$ cat src/sv/cgmp_pkg.sv
`default_nettype none

package cgmp_pkg;

    // field widths
    localparam int COST_W    = 16;
    localparam int MIN_W     = 26;
    localparam int BEST_W    = 27;
    localparam int NROWS_W   = 7;
    localparam int NCOLS_W   = 11;
    localparam int CFG_IDX_W = 1;
    localparam int CFG_DAT_W = 11;
    localparam int IN_TDATA_W  = 16;
    localparam int OUT_TDATA_W = 32;

    // register indexes
    localparam logic [CFG_IDX_W-1:0] REG_NUM_ROWS = 1'd0;
    localparam logic [CFG_IDX_W-1:0] REG_NUM_COLS = 1'd1;

    // running best cost of a path ending at one row
    typedef logic signed [BEST_W-1:0] t_best;

    // largest positive best cost, start value of the running minimum
    localparam t_best BEST_RESET = t_best'(27'sh3FF_FFFF);

endpackage

`default_nettype wire

$ cat src/sv/cgmp_col_buf.sv
`default_nettype none

module cgmp_col_buf #(
    parameter int DEPTH = 64,
    parameter int AW    = 6
) (
    input  wire logic            i_clk,
    input  wire logic            i_wr_en,
    input  wire logic [AW-1:0]   i_wr_addr,
    input  wire cgmp_pkg::t_best i_wr_data,
    input  wire logic            i_rd_en,
    input  wire logic [AW-1:0]   i_rd_addr,
    output cgmp_pkg::t_best      o_rd_data
);
    import cgmp_pkg::*;

    t_best r_mem [DEPTH];
    t_best r_rd_data;

    // column buffer write port
    always_ff @(posedge i_clk) begin
        if (i_wr_en) begin
            r_mem[i_wr_addr] <= i_wr_data;
        end
    end

    // registered read port
    always_ff @(posedge i_clk) begin
        if (i_rd_en) begin
            r_rd_data <= r_mem[i_rd_addr];
        end
    end

    assign o_rd_data = r_rd_data;

endmodule

`default_nettype wire

$ cat src/sv/cyclic_grid_min_path_cost.sv
// Least-cost path across a grid whose rows wrap top to bottom.
// Set num_rows (index 0) and num_cols (index 1) on the cfg channel while the
// block is idle; any write drops a matrix in progress. Zero counts act as one,
// counts above MAX_ROWS / MAX_COLS act as the maximum.
// Cells enter on s_axis one per word, column-major: all rows of column 0,
// then column 1 and so on. One result word leaves on m_axis after the last
// cell of each matrix and carries the least path cost.
// Throughput: one cell per clock, set by the single compute stage that reads
// the previous column from one buffer port and a small window of registers,
// except while a final cell waits behind a result still in the output register.
// The final cell's result passes from the compute stage into that register.
// A finished result waits in the output register while m_axis_tready is low;
// cells keep flowing until the next matrix's final cell needs that register.
// Reset (i_rst_n low, synchronous) empties the pipeline, sets both counts to
// one and restarts at the first cell. Column buffer contents are not cleared;
// every entry is written before it is read.
`default_nettype none

module cyclic_grid_min_path_cost #(
    parameter int MAX_ROWS = 64,
    parameter int MAX_COLS = 1024
) (
    input  wire logic                                i_clk,
    input  wire logic                                i_rst_n,
    // cfg write channel
    input  wire logic                                i_cfg_valid,
    output logic                                     o_cfg_ready,
    input  wire logic [cgmp_pkg::CFG_IDX_W-1:0]      i_cfg_index,
    input  wire logic [cgmp_pkg::CFG_DAT_W-1:0]      i_cfg_data,
    // cell stream
    input  wire logic                                s_axis_tvalid,
    output logic                                     s_axis_tready,
    input  wire logic [cgmp_pkg::IN_TDATA_W-1:0]     s_axis_tdata,  // [15:0] cell_cost
    // result stream
    output logic                                     m_axis_tvalid,
    input  wire logic                                m_axis_tready,
    output logic [cgmp_pkg::OUT_TDATA_W-1:0]         m_axis_tdata   // [25:0] least_cost
);
    import cgmp_pkg::*;

    localparam int RW  = (MAX_ROWS > 1) ? $clog2(MAX_ROWS) : 1;
    localparam int CW  = (MAX_COLS > 1) ? $clog2(MAX_COLS) : 1;
    localparam int RCW = $clog2(MAX_ROWS + 1);
    localparam int CCW = $clog2(MAX_COLS + 1);

    // configuration
    logic [NROWS_W-1:0] r_num_rows;
    logic [NCOLS_W-1:0] r_num_cols;
    logic [RCW-1:0]     rows_used;
    logic [CCW-1:0]     cols_used;
    logic               cfg_wr;

    // position of the next cell to accept
    logic [RW-1:0] r_row;
    logic [CW-1:0] r_col;
    logic [RW-1:0] n_row;
    logic [CW-1:0] n_col;
    logic          row_last;
    logic          col_last;
    logic [RW-1:0] rd_addr;
    logic          in_acc;

    // compute stage
    logic                     r_a_valid;
    logic                     n_a_valid;
    logic signed [COST_W-1:0] r_a_cost;
    logic [RW-1:0]            r_a_row;
    logic                     r_a_row_zero;
    logic                     r_a_last_row;
    logic                     r_a_first_col;
    logic                     r_a_last_col;
    logic                     r_a_emit;
    logic                     r_a_fwd;
    t_best                    r_a_fwd_val;
    logic                     a_advance;

    // previous column window
    t_best r_win_up;
    t_best r_win_mid;
    t_best r_prev0;
    t_best r_best0;
    t_best buf_rd;
    t_best a_dn;
    t_best a_min_um;
    t_best a_min;
    t_best a_cost_ext;
    t_best a_best;

    // running minimum and result
    t_best r_run;
    t_best n_run;
    t_best a_run_min;
    logic  r_o_valid;
    logic [MIN_W-1:0] r_o_min;

    // counts in use
    always_comb begin
        if (r_num_rows == '0) begin
            rows_used = RCW'(1);
        end else if (32'(r_num_rows) > MAX_ROWS) begin
            rows_used = RCW'(MAX_ROWS);
        end else begin
            rows_used = RCW'(r_num_rows);
        end
        if (r_num_cols == '0) begin
            cols_used = CCW'(1);
        end else if (32'(r_num_cols) > MAX_COLS) begin
            cols_used = CCW'(MAX_COLS);
        end else begin
            cols_used = CCW'(r_num_cols);
        end
    end

    assign o_cfg_ready = 1'b1;
    assign cfg_wr      = i_cfg_valid && o_cfg_ready;

    // config registers
    always_ff @(posedge i_clk) begin
        if (!i_rst_n) begin
            r_num_rows <= NROWS_W'(1);
            r_num_cols <= NCOLS_W'(1);
        end else if (cfg_wr) begin
            case (i_cfg_index)
                REG_NUM_ROWS: r_num_rows <= i_cfg_data[NROWS_W-1:0];
                REG_NUM_COLS: r_num_cols <= i_cfg_data[NCOLS_W-1:0];
                default: ;
            endcase
        end
    end

    // handshake: stage frees when its word finishes
    assign a_advance     = r_a_valid && (!r_a_emit || !r_o_valid || m_axis_tready);
    assign s_axis_tready = !r_a_valid || a_advance;
    assign in_acc        = s_axis_tvalid && s_axis_tready;

    // position bookkeeping
    assign row_last = (RCW'(r_row) + RCW'(1)) >= rows_used;
    assign col_last = (CCW'(r_col) + CCW'(1)) >= cols_used;
    assign rd_addr  = row_last ? '0 : RW'(RCW'(r_row) + RCW'(1));

    always_comb begin
        n_row = r_row;
        n_col = r_col;
        if (cfg_wr) begin
            n_row = '0;
            n_col = '0;
        end else if (in_acc) begin
            if (row_last) begin
                n_row = '0;
                n_col = col_last ? '0 : CW'(CCW'(r_col) + CCW'(1));
            end else begin
                n_row = RW'(RCW'(r_row) + RCW'(1));
            end
        end
    end

    assign n_a_valid = in_acc ? 1'b1 : (a_advance ? 1'b0 : r_a_valid);

    always_ff @(posedge i_clk) begin
        if (!i_rst_n) begin
            r_row     <= '0;
            r_col     <= '0;
            r_a_valid <= 1'b0;
        end else begin
            r_row     <= n_row;
            r_col     <= n_col;
            r_a_valid <= n_a_valid;
        end
    end

    // capture cell and its position flags
    always_ff @(posedge i_clk) begin
        if (in_acc) begin
            r_a_cost      <= signed'(s_axis_tdata[COST_W-1:0]);
            r_a_row       <= r_row;
            r_a_row_zero  <= (r_row == '0);
            r_a_last_row  <= row_last;
            r_a_first_col <= (r_col == '0);
            r_a_last_col  <= col_last;
            r_a_emit      <= row_last && col_last;
            r_a_fwd       <= a_advance && (r_a_row == rd_addr);
            r_a_fwd_val   <= a_best;
        end
    end

    // previous column buffer, one entry per row
    cgmp_col_buf #(
        .DEPTH (MAX_ROWS),
        .AW    (RW)
    ) u_col_buf (
        .i_clk     (i_clk),
        .i_wr_en   (a_advance),
        .i_wr_addr (r_a_row),
        .i_wr_data (a_best),
        .i_rd_en   (in_acc),
        .i_rd_addr (rd_addr),
        .o_rd_data (buf_rd)
    );

    // neighbour below: wrap to row 0, or buffer word with bypass
    always_comb begin
        if (r_a_last_row) begin
            a_dn = r_a_row_zero ? r_win_mid : r_prev0;
        end else begin
            a_dn = r_a_fwd ? r_a_fwd_val : buf_rd;
        end
    end

    // three-way minimum and add
    assign a_min_um   = (r_win_up < r_win_mid) ? r_win_up : r_win_mid;
    assign a_min      = (a_dn < a_min_um) ? a_dn : a_min_um;
    assign a_cost_ext = {{(BEST_W-COST_W){r_a_cost[COST_W-1]}}, r_a_cost};
    assign a_best     = r_a_first_col ? a_cost_ext : a_cost_ext + a_min;

    // slide the window one row on
    always_ff @(posedge i_clk) begin
        if (a_advance) begin
            r_win_up <= r_a_last_row ? a_best : r_win_mid;
            if (r_a_last_row) begin
                r_win_mid <= r_a_row_zero ? a_best : r_best0;
            end else begin
                r_win_mid <= a_dn;
            end
            if (r_a_row_zero) begin
                r_prev0 <= r_win_mid;
                r_best0 <= a_best;
            end
        end
    end

    // running minimum over the last column
    assign a_run_min = (r_a_last_col && (a_best < r_run)) ? a_best : r_run;

    always_comb begin
        n_run = r_run;
        if (cfg_wr) begin
            n_run = BEST_RESET;
        end else if (a_advance) begin
            n_run = r_a_emit ? BEST_RESET : a_run_min;
        end
    end

    always_ff @(posedge i_clk) begin
        if (!i_rst_n) begin
            r_run <= BEST_RESET;
        end else begin
            r_run <= n_run;
        end
    end

    // output register
    always_ff @(posedge i_clk) begin
        if (!i_rst_n) begin
            r_o_valid <= 1'b0;
        end else if (a_advance && r_a_emit) begin
            r_o_valid <= 1'b1;
        end else if (m_axis_tready) begin
            r_o_valid <= 1'b0;
        end
    end

    always_ff @(posedge i_clk) begin
        if (a_advance && r_a_emit) begin
            r_o_min <= a_run_min[MIN_W-1:0];
        end
    end

    assign m_axis_tvalid = r_o_valid;
    assign m_axis_tdata  = {{(OUT_TDATA_W-MIN_W){1'b0}}, r_o_min};

    // checks
    a_stall_cause: assert property (@(posedge i_clk) disable iff (!i_rst_n)
        !s_axis_tready |-> (r_a_valid && r_a_emit && r_o_valid && !m_axis_tready))
        else $error("input stalled without a waiting result");

    a_row_range: assert property (@(posedge i_clk) disable iff (!i_rst_n)
        (RCW'(r_row) < rows_used))
        else $error("row position beyond rows in use");

    a_emit_shows: assert property (@(posedge i_clk) disable iff (!i_rst_n)
        (a_advance && r_a_emit) |=> m_axis_tvalid)
        else $error("final cell did not load a result");

    a_stage_hold: assert property (@(posedge i_clk) disable iff (!i_rst_n)
        (r_a_valid && !a_advance) |=> (r_a_valid && $stable(r_a_cost)))
        else $error("held word lost from compute stage");

endmodule

`default_nettype wire

$ cat config.mk
export PLATFORM = sky130hd
export DESIGN_NAME = cyclic_grid_min_path_cost
export DESIGN_NICKNAME = d
export VERILOG_FILES = /design/src/sv/cgmp_pkg.sv /design/src/sv/cgmp_col_buf.sv /design/src/sv/cyclic_grid_min_path_cost.sv
export SDC_FILE = /design/constraint.sdc
export NUM_CORES = 2
export LEC_CHECK = 0
export ABC_AREA = 0
export BUFFER_PORTS_ARGS = -buffer_cell sky130_fd_sc_hd__buf_2
export CAP_MARGIN = 20
export CORE_UTILIZATION = 55
export CTS_CLUSTER_DIAMETER = 100
export CTS_CLUSTER_SIZE = 25
export DETAILED_ROUTE_END_ITERATION = 7
export HOLD_SLACK_MARGIN = 0.12
export PLACE_DENSITY = 0.72
export SETUP_SLACK_MARGIN = 0.3
export SLEW_MARGIN = 30
export SYNTH_ARGS = -nofsm -noshare
export SYNTH_HDL_FRONTEND = slang
export SYNTH_SLANG_ARGS = --single-unit
$ cat constraint.sdc
create_clock -name i_clk -period 12.7 [get_ports i_clk]
set_input_delay 3.81 -clock i_clk [delete_from_list [all_inputs] [get_ports i_clk]]
set_output_delay 3.81 -clock i_clk [all_outputs]
set_load 0.02 [all_outputs]
# Word-level counts from Yosys, hierarchy flattened
# Memories as Yosys holds them, arrays and structs flattened. A register that Yosys moved wholly into a read port is not among the register bits.
# Cells that the tools add are included.
# W data, S select, Z words.
totals:
  regBits: 252
  output_inout_bits: 35
  wordCells: 83
  mem_count: 1
  mem_bits_rw: 1728
op_classes:
  bitwise: 2
  n_reduce_logical: 24
  add_sub_neg: 3
  n_eq_ne: 1
  n_mux: 23
  n_lt_le_gt_ge: 7
memory_table:
  columns: ["memory", "depth", "width", "read_ports", "rd_clocked_by_memory_dff", "wr", "line", "rtl"]
  rows:
  - ["u_col_buf.r_mem", 64, 27, 1, 1, 1, "cgmp_col_buf.sv:17", "t_best r_mem [DEPTH];"]
op_table:
  columns: ["op", "count"]
  rows:
  - ["$mux W27", 11]
  - ["$lt A27 B27 Y1", 3]
  - ["$add A16 B27 Y27", 1]
  - ["$mux W11", 2]
  - ["$mux W7", 2]
  - ["$add A10 B1 Y11 const B", 1]
  - ["$ge A11 B11 Y1", 1]
  - ["$gt A11 B11 Y1 const B", 1]
  - ["$logic_not A11 Y1", 1]
  - ["$logic_not A10 Y1", 1]
  - ["$mux W10", 1]
  - ["$reduce_and A2 Y1", 4]
  - ["$add A6 B1 Y7 const B", 1]
  - ["$ge A7 B7 Y1", 1]
  - ["$gt A7 B7 Y1 const B", 1]
  - ["$logic_not A7 Y1", 1]
  - ["$eq A6 B6 Y1", 1]
  - ["$logic_and A1 B1 Y1", 6]
  - ["$logic_not A6 Y1", 1]
  - ["$mux W1", 6]
  - ["$mux W6", 1]
  - ["$reduce_bool A2 Y1", 3]
  - ["$logic_not A1 Y1", 3]
  - ["$logic_or A1 B1 Y1", 3]
  - ["other kinds (2)", 3]

# Logic depth before layout (Yosys ltp)
logic_depth:
  word_depth: 10
  mapped_depth: 48

# Modules after synthesis
# Synthesis repeated with hierarchy kept, for this count alone.
hier_totals:
  hier_cells: 4535
  hier_area_um2: 82014.9
modules_own_cells:
  columns: ["module", "area_per_inst_um2", "cells_per_inst", "n_inst", "seq_area_each_um2"]
  rows:
  - ["cgmp_col_buf", 66887.9, 3002, 1, 52700.5]
  - ["cyclic_grid_min_path_cost", 15127.0, 1533, 1, 6936.7]

# Worst setup path before layout
# No wires, ideal clock.
synth_path:
  kind: "reg-to-reg"
  startpoint: "register r_win_mid[14]"
  endpoint: "register r_run[0]"
  path_buffers: 4
  t_arrival_ns: 9.474
  stages_incl_launch_ff: 43
  required_ns: 12.554
  path_slack_ns: 3.081
  setup_ns: 0.146
  cell_sequence: "edfxtp_1 inv_1 ha_1 a21oi_1 o21a_1 o211ai_1 a211o_1 nor2_1 mux2i_4 clkbuf_1 nor2_1 a21oi_1 ha_1 and3_1 a221oi_1 o31ai_1 a31oi_1 a22oi_1 [7 not listed] o211ai_2 o31a_1 o311ai_2 a31o_2 a31o_2 or4b_2 nand4_1 xnor2_1 inv_1 ha_1 nand4_1 nor2_1 o31ai_1 a41o_1 nand3_1 clkbuf_1 nand2_1 o211ai_1"
synth_between:
  elab_chain_cells: 10
  word_cells_on_any_way: 12
  cone_classes: "1 x add/sub; 3 x order compare; 7 x mux; 1 x reduce/logical"
synth_rtl:
  columns: ["element", "line", "rtl"]
  rows:
  - ["start, declared", "cyclic_grid_min_path_cost.sv:79", "t_best r_win_mid;"]
  - ["start signal, assigned", "cyclic_grid_min_path_cost.sv:220", "r_win_mid <= r_a_row_zero ? a_best : r_best0;"]
  - ["start signal, assigned", "cyclic_grid_min_path_cost.sv:222", "r_win_mid <= a_dn;"]
  - ["$lt A27 B27 Y1 or $mux W27 (tied branches)", null, null]
  - ["$mux W27, on equally long branches", "cyclic_grid_min_path_cost.sv:210, cyclic_grid_min_path_cost.sv:202", null]
  - ["$lt A27 B27 Y1", "cyclic_grid_min_path_cost.sv:211", "assign a_min = (a_dn < a_min_um) ? a_dn : a_min_um;"]
  - ["$mux W27 *", "cyclic_grid_min_path_cost.sv:211", null]
  - ["$add A16 B27 Y27 *", "cyclic_grid_min_path_cost.sv:213", "assign a_best = r_a_first_col ? a_cost_ext : a_cost_ext + a_min;"]
  - ["$mux W27 *", "cyclic_grid_min_path_cost.sv:213", null]
  - ["named net a_best[26]", "cyclic_grid_min_path_cost.sv:87", "t_best a_best;"]
  - ["$lt A27 B27 Y1 *", "cyclic_grid_min_path_cost.sv:232", "assign a_run_min = (r_a_last_col && (a_best < r_run)) ? a_best : r_run;"]
  - ["$logic_and A1 B1 Y1 *", "cyclic_grid_min_path_cost.sv:232", null]
  - ["$mux W27 *", "cyclic_grid_min_path_cost.sv:232", null]
  - ["$mux W27 *", "cyclic_grid_min_path_cost.sv:239", "n_run = r_a_emit ? BEST_RESET : a_run_min;"]
  - ["end signal, assigned", "cyclic_grid_min_path_cost.sv:247", "r_run <= n_run;"]
  - ["end, declared", "cyclic_grid_min_path_cost.sv:90", "t_best r_run;"]
# The timed path passes the listed nets; every way through them passes the cells marked *. The select of a mux whose other input is x is not followed.
# A chain may end at the register's enable or synchronous reset.

# Final worst setup path
layout_path:
  startpoint: "register r_win_mid[9]"
  endpoint: "register r_run[26]"
layout_between:
  elab_chain_cells: 10
  word_cells_on_any_way: 14
  cone_classes: "1 x add/sub; 3 x order compare; 7 x mux; 3 x reduce/logical"
layout_rtl:
  columns: ["element", "line"]
  rows:
  - ["$lt A27 B27 Y1 or $mux W27 (tied branches)", null]
  - ["$mux W27, on equally long branches", "cyclic_grid_min_path_cost.sv:210, cyclic_grid_min_path_cost.sv:202"]
  - ["$lt A27 B27 Y1", "cyclic_grid_min_path_cost.sv:211"]
  - ["$mux W27 *", "cyclic_grid_min_path_cost.sv:211"]
  - ["$add A16 B27 Y27 *", "cyclic_grid_min_path_cost.sv:213"]
  - ["$mux W27 *", "cyclic_grid_min_path_cost.sv:213"]
  - ["named net a_best[26]", "cyclic_grid_min_path_cost.sv:87"]
  - ["$lt A27 B27 Y1", "cyclic_grid_min_path_cost.sv:232"]
  - ["$logic_and A1 B1 Y1", "cyclic_grid_min_path_cost.sv:232"]
  - ["$reduce_bool A2 Y1 (no line)", null]
  - ["$reduce_and A2 Y1 (no line)", null]
# Marks and branches as above.

==> flow_metrics.tcl <==
set metrics [dict create \
    slowest_stage "or4b_2" \
    post-route-min-period_ns 10.47 \
    synth.cell_area_um2 82000 \
    rsz0062_at_grt "false" \
    clkSinkCount 2007 \
    place_congestion 0.926 \
    finalHoldViolCount 0 \
    worstMarginPinSlew_ns 1.16 \
    vias 47922 \
    slew_violations 0 \
    ioPinCount 68 \
    hp-class "reg -> reg" \
    critPathLaunchType "register" \
    slew_headroom_pct 22.7 \
    root_buffer "clkbuf_16" \
    initial_core_util_pct 55.4 \
    mostFrequentLayoutCells "1944 x edfxtp_1, 365 x nand2_1, 302 x a21oi_1" \
    holdPathStages 2 \
    synth_area_leaders "edfxtp_1 71%, mux4_2 4.5%, o221a_2 3.0%, mux2i_1 2.0%, ha_1 1.9%" \
    crit_end "r_run[26]" \
    synth_edf_count 1944 \
    p_per_area_nw_per_um2 145 \
    regToRegSetupSlack_ns 2.23 \
    layout-drive-gt1-share_pct 17.3 \
    cp_max_fo 35 \
    insertion_delay_ns 0.77 \
    crit_path_end_kind "register" \
    clk_pin_slew_ns 0.10 \
    setup_tns_ns 0 \
    syn2layout_area_growth_pct 7.35 \
    portBuffers 60 \
    route.detailed.drc 0 \
    fillers 10827 \
    irDropWorstVdd_mv 0.112 \
    multi_input_comb_area_um2 21000 \
    die_w_um 388 \
    max_freq_mhz 95.5 \
    setup_viol 0 \
    grt_pass1_wl_um 313000 \
    synth_cells 5137 \
    grt_pass1_vias 45414 \
    crit_path_start "r_win_mid[9]" \
    finalClockSkew_ns 0.0578 \
    die-area_um2 151000 \
    vias_per_cell 6.72 \
    post_cts_resized 0 \
    rows 141 \
    synth_area_leader_cell "edfxtp_1" \
    post-dp-hpwl_um 123000 \
    yosysWarnings 0 \
    postRouteWirelength_um 218000 \
    synth_flop_cell "edfxtp_1" \
    seq_area_um2 59600 \
    final_common_cell "edfxtp_1" \
    gr-usage-all-layers_pct 28.6 \
    reg2regPathDepth 45 \
    numCtsBuffers 92 \
    drv_cap 0 \
    wl_per_cell_um 30.6 \
    cts_hold_buf 0 \
    synthArstFlopShare_pct 0 \
    finish.net_count 5325 \
    cts_setup_buffers 0 \
    p_leak_nw 28.8 \
    critPathKind "reg -> reg" \
    synth_area_per_cell_um2 16.0 \
    clockBufferDepth 3 \
    rr_startpoint "r_win_mid[9]" \
    chipHeight_um 388 \
    critPathArrivalTime_ns 11.11 \
    seq_area_frac_synth_pct 72.8 \
    finalCritPeriodShare_pct 82.5 \
    grt_max_degree 125 \
    ys_ff_latch 2007 \
    timing.rr.end "r_run[26]" \
    fin_hold_ws_ns 0.488 \
    worstPathRequired_ns 13.34 \
    cts_tree "done" \
    core_area_um2 148000 \
    synth_top_area_share_pct 71.2 \
    drtIter0Drc 6610 \
    drt_pass1_iterations 8 \
    overflow 0 \
    antenna_found_initial 7 \
    antenna_left 0 \
    critPathMaxStageDelay_ns 0.63 \
    outcome "complete, no violations" \
    synth_cell_types 75 \
    htreeDepth 3 \
]
[routing by layer]
metal	vias to the layer above	GRT usage (%)	wire length [µm]
met5	-	0	13
li1	20407	-	-
met1	24288	40.5	84400
met4	2	14.2	12500
met2	2860	42.9	97000
met3	365	5.47	24200
[cell usage after synthesis (111+ instances only)]
cell type,instances
edfxtp_1,1944
nand2_1,368
nor2_1,322
a21oi_1,304
clkbuf_1,244
o221a_2,216
o21ai_0,169
mux2i_1,164
mux4_2,162
inv_1,141
ha_1,126
a31oi_1,113
a22oi_1,111
[power breakdown]
group | internal, mW | switching, mW | leakage (nW) | total [mW]
registers | 7.55 | 0.0372 | 18.1 | 7.59
clock network | 1.36 | 1.99 | 1.25 | 3.35
logic | 0.543 | 1.25 | 9.45 | 1.79
total | 9.46 | 3.28 | 28.8 | 12.7
[worst max-delay path: cells and delay by family, from the launching register on]
| family | cells | cell delay, ns |
|---|---|---|
| buf+inv | 7 | 1.29 |
| mux | 1 | 0.50 |
| flops | 1 | 0.41 |
| simple gates | 11 | 2.31 |
| compound gates | 20 | 4.21 |
| fa+ha+maj | 5 | 1.50 |
| xor+xnor | 1 | 0.13 |
[worst min path at each step]
stage / start / to
after floorplan: r_num_rows[0] / r_num_rows[0]
after global placement: r_run[6] / r_run[6]
after detailed placement: r_run[6] / r_run[6]
after CTS: r_run[6] / r_run[6]
after global routing: r_num_cols[3] / r_num_cols[3]
final: r_num_cols[10] / r_num_cols[10]
[state kept, by name, indices dropped and copies added, names as in the netlist, 6 cells and up]
name                 count
r_win_up                27
r_a_cost                16
r_win_mid               27
r_num_cols              11
r_num_rows               7
r_o_min                 26
r_prev0                 27
r_a_row                  6
r_col                   10
r_best0                 27
r_row                    6
r_a_fwd_val             27
r_run                   27
u_col_buf.r_mem       1728
u_col_buf.o_rd_data     27
[area by class of cell]
class	count	share of cell area, %
sequential	2007	67.8
multi-input combinational	2676	23.8
tap	1930	2.74
clock buffer	110	2.72
timing repair buffer	239	2.04
inverter	149	0.658
clock inverter	13	0.208
antenna	3	0.00853
[through the flow]
step / total power, mW / area, µm² / util [%] / setup slack (ns) / instances
final: 12.7 / 88000 / 59.5 / 2.23 / 7127
after global routing: 13.1 / 88000 / 59.5 / 1.42 / 7124
after CTS: 12.7 / 87900 / 59.4 / 1.74 / 7119
after detailed placement: 9.48 / 85300 / 57.7 / 1.78 / 6996
after global placement: 9.43 / 85200 / 57.6 / 1.95 / 6990
after floorplan: 8.81 / 82000 / - / 3.08 / 5142
[logic make-up (layout without fill, tap and decap cells)]
logic type / count (synthesis) / count (layout) / share of synthesized area [%]
and+or+nand+nor: 883 / 883 / 4.58
adders and majority gates: 127 / 127 / 1.95
muxes: 335 / 335 / 6.59
buffers and inverters: 459 / 511 / 2.16
AOI/OAI and AO/OA: 1290 / 1290 / 11.6
DFF: 2007 / 2007 / 72.8
xor gates and xnor gates: 34 / 34 / 0.363
other: 2 / 10 / 0.00916
Power figures use the tool's default switching activity.
